<file path="src/sv/csmm_pkg.sv">
// Shared widths, types and constants for the carry-save Montgomery multiplier.
// Used by csmm_ctrl, csmm_dp and carry_save_montgomery_multiplier; no dependencies.
package csmm_pkg;

	localparam int OPERAND_BITS = 14;
	// Running value stays below b + M < 2^(N+1): two guard bits are enough.
	localparam int ACC_BITS     = OPERAND_BITS + 2;
	localparam int CNT_BITS     = $clog2(OPERAND_BITS);

	typedef logic [OPERAND_BITS-1:0] operand_t;
	typedef logic [ACC_BITS-1:0]     acc_t;
	typedef logic [ACC_BITS:0]       ext_t;
	typedef logic [CNT_BITS-1:0]     cnt_t;

	localparam operand_t MODULUS_RESET = operand_t'(7);
	localparam cnt_t     LAST_STEP     = cnt_t'(OPERAND_BITS - 1);

	// Controller to datapath commands.
	typedef struct packed {
		logic load;     // capture operands, clear sum and carry
		logic step;     // one carry-save add / reduce / halve step
		logic fin_add;  // resolve sum + carry into one vector
		logic reduce;   // conditional subtract into the output register
	} csmm_cmd_t;

endpackage

</file>
<file path="src/sv/csmm_dp.sv">
// Datapath of the carry-save Montgomery multiplier: operand, sum/carry,
// total, output and modulus registers. Depends on csmm_pkg.
module csmm_dp (
	input  logic                clk,
	input  logic                arst_n,
	input  csmm_pkg::csmm_cmd_t cmd,
	input  logic                cfg_we,
	input  csmm_pkg::operand_t  cfg_modulus,
	input  csmm_pkg::operand_t  a_in,
	input  csmm_pkg::operand_t  b_in,
	output csmm_pkg::operand_t  product_out
);

	csmm_pkg::operand_t modulus_q;
	csmm_pkg::operand_t a_q;
	csmm_pkg::operand_t b_q;
	csmm_pkg::acc_t     sum_q;
	csmm_pkg::acc_t     carry_q;
	csmm_pkg::acc_t     total_q;
	csmm_pkg::operand_t product_q;

	csmm_pkg::ext_t x, y, b_sel, m_sel, s1, c1, c1x2, s2, c2;
	csmm_pkg::acc_t m_ext, diff;

	always_comb begin
		x     = csmm_pkg::ext_t'(sum_q);
		y     = csmm_pkg::ext_t'(carry_q);
		b_sel = a_q[0] ? csmm_pkg::ext_t'(b_q) : '0;
		// first carry-save layer: S + b
		s1    = x ^ y ^ b_sel;
		c1    = (x & y) | (x & b_sel) | (y & b_sel);
		c1x2  = {c1[csmm_pkg::ACC_BITS-1:0], 1'b0};
		// parity of S + b is the low sum bit, carry vector is even
		m_sel = s1[0] ? csmm_pkg::ext_t'(modulus_q) : '0;
		// second layer: add modulus when odd
		s2    = s1 ^ c1x2 ^ m_sel;
		c2    = (s1 & c1x2) | (s1 & m_sel) | (c1x2 & m_sel);
		m_ext = csmm_pkg::acc_t'(modulus_q);
		diff  = (total_q >= m_ext) ? (total_q - m_ext) : total_q;
	end

	always_ff @(posedge clk or negedge arst_n) begin
		if (!arst_n) begin
			modulus_q <= csmm_pkg::MODULUS_RESET;
		end else if (cfg_we) begin
			modulus_q <= cfg_modulus;
		end
	end

	always_ff @(posedge clk) begin
		if (cmd.load) begin
			a_q     <= a_in;
			b_q     <= b_in;
			sum_q   <= '0;
			carry_q <= '0;
		end else if (cmd.step) begin
			a_q     <= a_q >> 1;
			// halve: s2 is even, c2 already carries weight one half
			sum_q   <= csmm_pkg::acc_t'(s2 >> 1);
			carry_q <= csmm_pkg::acc_t'(c2);
		end
		if (cmd.fin_add) begin
			total_q <= sum_q + carry_q;
		end
		if (cmd.reduce) begin
			product_q <= csmm_pkg::operand_t'(diff);
		end
	end

	assign product_out = product_q;

endmodule

</file>
<file path="src/sv/csmm_ctrl.sv">
// Sequencer of the carry-save Montgomery multiplier: step counter, state
// machine and output valid. Depends on csmm_pkg.
module csmm_ctrl (
	input  logic                clk,
	input  logic                arst_n,
	input  logic                in_valid,
	output logic                in_ready,
	output logic                out_valid,
	input  logic                out_ready,
	output csmm_pkg::csmm_cmd_t cmd
);

	typedef enum logic [1:0] {
		ST_IDLE,
		ST_STEP,
		ST_FINAL,
		ST_REDUCE
	} state_t;

	state_t         state_q;
	csmm_pkg::cnt_t cnt_q;
	logic           out_valid_q;
	logic           can_load_out;
	logic           accept;

	assign can_load_out = !out_valid_q || out_ready;
	assign in_ready     = (state_q == ST_IDLE) || (state_q == ST_REDUCE && can_load_out);
	assign accept       = in_valid && in_ready;
	assign out_valid    = out_valid_q;

	always_comb begin
		cmd         = '0;
		cmd.load    = accept;
		cmd.step    = (state_q == ST_STEP);
		cmd.fin_add = (state_q == ST_FINAL);
		cmd.reduce  = (state_q == ST_REDUCE) && can_load_out;
	end

	always_ff @(posedge clk or negedge arst_n) begin
		if (!arst_n) begin
			state_q     <= ST_IDLE;
			cnt_q       <= '0;
			out_valid_q <= 1'b0;
		end else begin
			// drop valid once taken, raise on a new result
			if (cmd.reduce) begin
				out_valid_q <= 1'b1;
			end else if (out_ready) begin
				out_valid_q <= 1'b0;
			end
			unique case (state_q)
				ST_IDLE: begin
					if (accept) begin
						state_q <= ST_STEP;
						cnt_q   <= '0;
					end
				end
				ST_STEP: begin
					if (cnt_q == csmm_pkg::LAST_STEP) begin
						state_q <= ST_FINAL;
					end else begin
						cnt_q <= cnt_q + 1'b1;
					end
				end
				ST_FINAL: begin
					state_q <= ST_REDUCE;
				end
				ST_REDUCE: begin
					if (can_load_out) begin
						if (accept) begin
							state_q <= ST_STEP;
							cnt_q   <= '0;
						end else begin
							state_q <= ST_IDLE;
						end
					end
				end
				default: begin
					state_q <= ST_IDLE;
				end
			endcase
		end
	end

endmodule

</file>
<file path="src/sv/carry_save_montgomery_multiplier.sv">
// Top level of the radix-2 carry-save Montgomery multiplier.
// Instantiates csmm_ctrl and csmm_dp; depends on csmm_pkg.
//
//   channel  | handshake              | payload
//   ---------+------------------------+------------------------
//   cfg      | cfg_valid / cfg_ready  | modulus
//   in       | in_valid  / in_ready   | a_operand, b_operand
//   out      | out_valid / out_ready  | product
//
// An item runs one carry-save add/reduce/halve step per operand bit, then one
// carry-propagate add and one conditional subtract.
// A new item is taken in the cycle the previous result moves to the output
// register, so back-to-back items need no idle state between them.
// Reset clears control and sets the modulus to 7. A stalled output holds the
// finished value in the subtract stage until the output register frees up.
// Write the modulus only while no item is in flight.
module carry_save_montgomery_multiplier (
	input  logic                         clk,
	input  logic                         arst_n,
	// configuration
	input  logic                         cfg_valid,
	output logic                         cfg_ready,
	input  logic [csmm_pkg::OPERAND_BITS-1:0] modulus,
	// input items
	input  logic                         in_valid,
	output logic                         in_ready,
	input  logic [csmm_pkg::OPERAND_BITS-1:0] a_operand,
	input  logic [csmm_pkg::OPERAND_BITS-1:0] b_operand,
	// result items
	output logic                         out_valid,
	input  logic                         out_ready,
	output logic [csmm_pkg::OPERAND_BITS-1:0] product
);

	csmm_pkg::csmm_cmd_t cmd;

	// Configuration writes are always accepted.
	assign cfg_ready = 1'b1;

	// Sequence the step count and the output handshake.
	csmm_ctrl u_ctrl (
		.clk       (clk),
		.arst_n    (arst_n),
		.in_valid  (in_valid),
		.in_ready  (in_ready),
		.out_valid (out_valid),
		.out_ready (out_ready),
		.cmd       (cmd)
	);

	// Hold operands, the sum/carry pair, and the modulus.
	csmm_dp u_dp (
		.clk         (clk),
		.arst_n      (arst_n),
		.cmd         (cmd),
		.cfg_we      (cfg_valid),
		.cfg_modulus (modulus),
		.a_in        (a_operand),
		.b_in        (b_operand),
		.product_out (product)
	);

endmodule
</file>
<file path="config.mk">
export PLATFORM = sky130hd
export DESIGN_NAME = carry_save_montgomery_multiplier
export DESIGN_NICKNAME = d
export VERILOG_FILES = /design/src/sv/csmm_pkg.sv /design/src/sv/csmm_dp.sv /design/src/sv/csmm_ctrl.sv /design/src/sv/carry_save_montgomery_multiplier.sv
export SDC_FILE = /design/constraint.sdc
export NUM_CORES = 1
export LEC_CHECK = 0
export BUFFER_PORTS_ARGS = -buffer_cell sky130_fd_sc_hd__clkbuf_2
export CAP_MARGIN = 20
export CORE_MARGIN = 1.5
export CORE_UTILIZATION = 60
export DETAILED_ROUTE_END_ITERATION = 7
export GPL_ROUTABILITY_DRIVEN = 0
export PLACE_DENSITY = 0.81
export SETUP_SLACK_MARGIN = 0.5
export SKIP_LAST_GASP = 1
export SYNTH_ARGS = -nofsm -noshare
export SYNTH_HDL_FRONTEND = slang
export SYNTH_SLANG_ARGS = --single-unit
</file>
<file path="constraint.sdc">
create_clock -name clk -period 2.8 [get_ports clk]
set_clock_uncertainty 0.15 [all_clocks]
set_input_delay 0.14 -clock clk [delete_from_list [all_inputs] [get_ports clk]]
set_output_delay 0.14 -clock clk [all_outputs]
set_load 0.01 [all_outputs]
</file>
==> flow_summary.json <==
{
  "status": "finished clean",
  "syn_area_um2": 6426,
  "grt_pass1_wl_mm": 23.38,
  "crit_slowest_cell": "dfstp_2",
  "power_density_nw_per_um2": 1183,
  "path_depth": 10,
  "synth-seq-cells": 111,
  "viasPerCell": 5.728,
  "nets": 859,
  "crit_type": "flop to flop",
  "vias": 5069,
  "grt_use_met1_pct": 34.04,
  "whs_ns": 0.1250,
  "p_int_w": 0.005542,
  "portBuffers": 62,
  "critPathMaxStageDelay_ns": 0.59,
  "arrival_ns": 2.61,
  "pwr-share-clk_pct": 9.8,
  "hold_path_class": "primary input to asynchronous set/reset pin",
  "grt_use_met3_pct": 4.476,
  "cp_common_cell": "buf_6",
  "hpwlAfterDp_mm": 9.399,
  "avgSynthCellArea_um2": 10.59,
  "seq_area_frac_synth_pct": 45.31,
  "io_pins": 64,
  "syn_inst": 607,
  "area_growth_pct": 26.89,
  "ant_nets": 0,
  "grt_setup_unrepaired": "true",
  "setup_viol": 0,
  "netSwitchingFraction_pct": 42.53,
  "crit_chain": "ha_4 > fa_2 > nor2b_4 > o31ai_4 > a21o_1 > a21oi_4 > buf_6 > buf_6 > nor2_1 > a21oi_1",
  "grt_pass1_vias": 4955,
  "grt_usage_pct": 26.54,
  "synth_fp_nets": 722,
  "fin_tns_setup_ns": 0,
  "yosysWarnings": 0,
  "power_frac_seq_pct": 31.3,
  "wl_per_cell_um": 17.27,
  "ys_types": 57,
  "dieArea_um2": 11340,
  "core-area_um2": 10370,
  "cp.required_ns": 2.81,
  "busiest_layer": "met2",
  "n_antenna_cell": 0,
  "rows": 37,
  "fp.dieW_um": 106.5,
  "drive_gt1_share_pct": 26.84,
  "synth_edf_count": 58,
  "clock_path_buffers": 2,
  "crit_path_end_kind": "flop",
  "finalMaxSlewViolations": 0,
  "fmax_ghz": 0.3845,
  "hold_violations": 0,
  "cts_tree": "yes",
  "globalRouteMet2Util_pct": 45.35,
  "synthArstFlopShare_pct": 18.92,
  "antenna_found_initial": 0,
  "wl_mm": 15.29,
  "cts-root-buf": "clkbuf_8",
  "cp_top_family": "compound AO/OA/AOI/OAI gates",
  "cts_sinks": 111,
  "clk_latency_ns": 0.39,
  "start_util_pct": 61.97,
  "fill_cells": 623,
  "drv_cap": 0,
  "p_switching_w": 0.004102,
  "worstSetupStartpointType": "flop",
  "synth-main-ff-cell": "edfxtp_1",
  "crit_fanout": 8,
  "grt_start_max_net_pins": 38,
  "first_iter_violations": 344,
  "path_clk_slew_ns": 0.11,
  "worstRegToRegCells": 10,
  "period_needed_ns": 2.601,
  "cts_made_buffers": 9,
  "max_slew_margin_pct": 47.77,
  "htreeDepth": 3,
  "worst-path-buf-inv": 2,
  "worstMarginPinSlew_ns": 0.7835,
  "die_h_um": 106.5,
  "drcViolationCount": 0,
  "vdd_ir_drop_max_mv": 0.5925,
  "first_pass_iters": 6,
  "min_period_over_period_pct": 92.88,
  "overflow": 0,
  "power.leakage_nw": 3.623,
  "combPwrFrac_pct": 59.0
}
metal layers:
layer,up-vias,part of all wire (%)
li1,2330,-
met1,2475,42
met2,217,49
met3,47,6.0
met4,0,2.7
met5,-,0
power groups by stage:
stage | logic (W) | clock network, W | registers, W
floorplan | 0.00351 | 0 | 0.00293
global placement | 0.00436 | 0 | 0.00295
detailed placement | 0.00462 | 0 | 0.00299
CTS | 0.00520 | 0.000946 | 0.00297
global route | 0.00627 | 0.00100 | 0.00307
finish | 0.00569 | 0.000944 | 0.00301
cells in the final DEF (no fill, tap or decap), types with 10 or more instances in the layout:
| cell | count |
|---|---|
| fa_1 | 27 |
| dfrtp_1 | 18 |
| mux2_2 | 14 |
| nand2_1 | 45 |
| edfxtp_1 | 58 |
| nor2_1 | 59 |
| ha_4 | 12 |
| a21oi_1 | 26 |
| clkbuf_8 | 11 |
| clkbuf_2 | 62 |
| o21a_1 | 10 |
| buf_4 | 28 |
| mux2i_1 | 32 |
| inv_1 | 71 |
| dlygate4sd3_1 | 45 |
| xnor2_1 | 16 |
| ha_1 | 24 |
| dfxtp_1 | 28 |
| o21ai_0 | 22 |
flip-flops by register name, summed over array words and instances, names as in the netlist:
| signal | count |
|---|---|
| u_ctrl.cnt_q | 4 |
| u_dp.b_q | 14 |
| u_dp.sum_q | 16 |
| u_ctrl.out_valid | 1 |
| u_ctrl.state_q | 2 |
| u_dp.modulus_q | 14 |
| u_dp.product_out | 14 |
| u_dp.total_q | 16 |
| u_dp.a_q | 14 |
| u_dp.carry_q | 16 |
per-stage QoR:
step                setup WS, ns  instances  util [%]  power [W]  instance area, um^2
floorplan                 0.4521        607         -   0.006443                 6485
global placement          0.1974        794     67.02   0.007308                 6950
detailed placement        0.1383        794     67.02   0.007606                 6950
CTS                       0.3255        871     76.35   0.009120                 7918
global route              0.1633        885     78.63    0.01035                 8154
finish                    0.1993        885     78.63   0.009644                 8154
layout make-up:
type / instances / area (um^2) / area share (%)
Clock inverter: 4 / 30.03 / 0.3683
Clock buffer: 12 / 155.1 / 1.903
Inverter: 75 / 281.5 / 3.453
Sequential cell: 111 / 2919 / 35.80
Multi-Input combinational cell: 403 / 3517 / 43.13
Timing Repair Buffer: 144 / 1081 / 13.26
Tap cell: 136 / 170.2 / 2.087
worst reg2reg max path: stages (launching register included):
cell     delay, ns
dfstp_2       0.59
ha_4          0.15
fa_2          0.23
nor2b_4       0.06
o31ai_4       0.28
a21o_1        0.34
a21oi_4       0.11
buf_6         0.15
buf_6         0.13
nor2_1        0.12
a21oi_1       0.06
cells in the mapped netlist (5+ instances only):
cell      number  area [um^2]
a21o_1         5        37.54
a21oi_1       32        160.2
and3_1         5        31.28
clkbuf_1       9        33.78
dfrtp_1       18        450.4
dfxtp_1       32        640.6
edfxtp_1      58         1742
fa_1          29        580.6
ha_1          39        488.0
inv_1         75        281.5
mux2_2        17        191.4
mux2i_1       32        320.3
nand2_1       45        168.9
nand3_1        5        25.02
nor2_1        72        270.3
nor2b_1        6        37.54
o21a_1        10        75.07
o21ai_0       28        140.1
o31ai_1        5        37.54
xnor2_1       17        148.9
final timing paths:
kind                                        start             endpoint  slack (ns)
worst max-delay path            u_dp.modulus_q[0]  u_dp.product_out[0]        0.20
worst min-delay path                       arst_n    u_ctrl.state_q[1]        0.13
worst max register to register  u_dp.modulus_q[0]  u_dp.product_out[0]        0.20
worst min register to register   u_dp.carry_q[14]     u_dp.carry_q[14]        0.37
max in group asynchronous                  arst_n   u_dp.modulus_q[10]        1.96
min in group clk                        cfg_valid    u_dp.modulus_q[2]        0.16
kinds of logic after synthesis:
group                    synth area share, %
AO/OA/AOI/OAI                          10.86
multiplexers                           7.963
AND/OR/NAND/NOR                        10.53
flip-flops                             45.31
adder cells (fa/ha/maj)                16.63
XOR/XNOR                               2.862
other                                0.05836
buffers and inverters                  5.782
timing repair:
item                                    4_1_cts  5_1_grt
gates resized for setup                      46       33
hold buffers                                 45        0
endpoints found under the setup margin       54       43
pin swaps                                    10       15
cloned                                        1        0
buffers inserted                             15       14
hold endpoints to repair                     64        0
No activity file was read; power rests on OpenSTA's default activity.
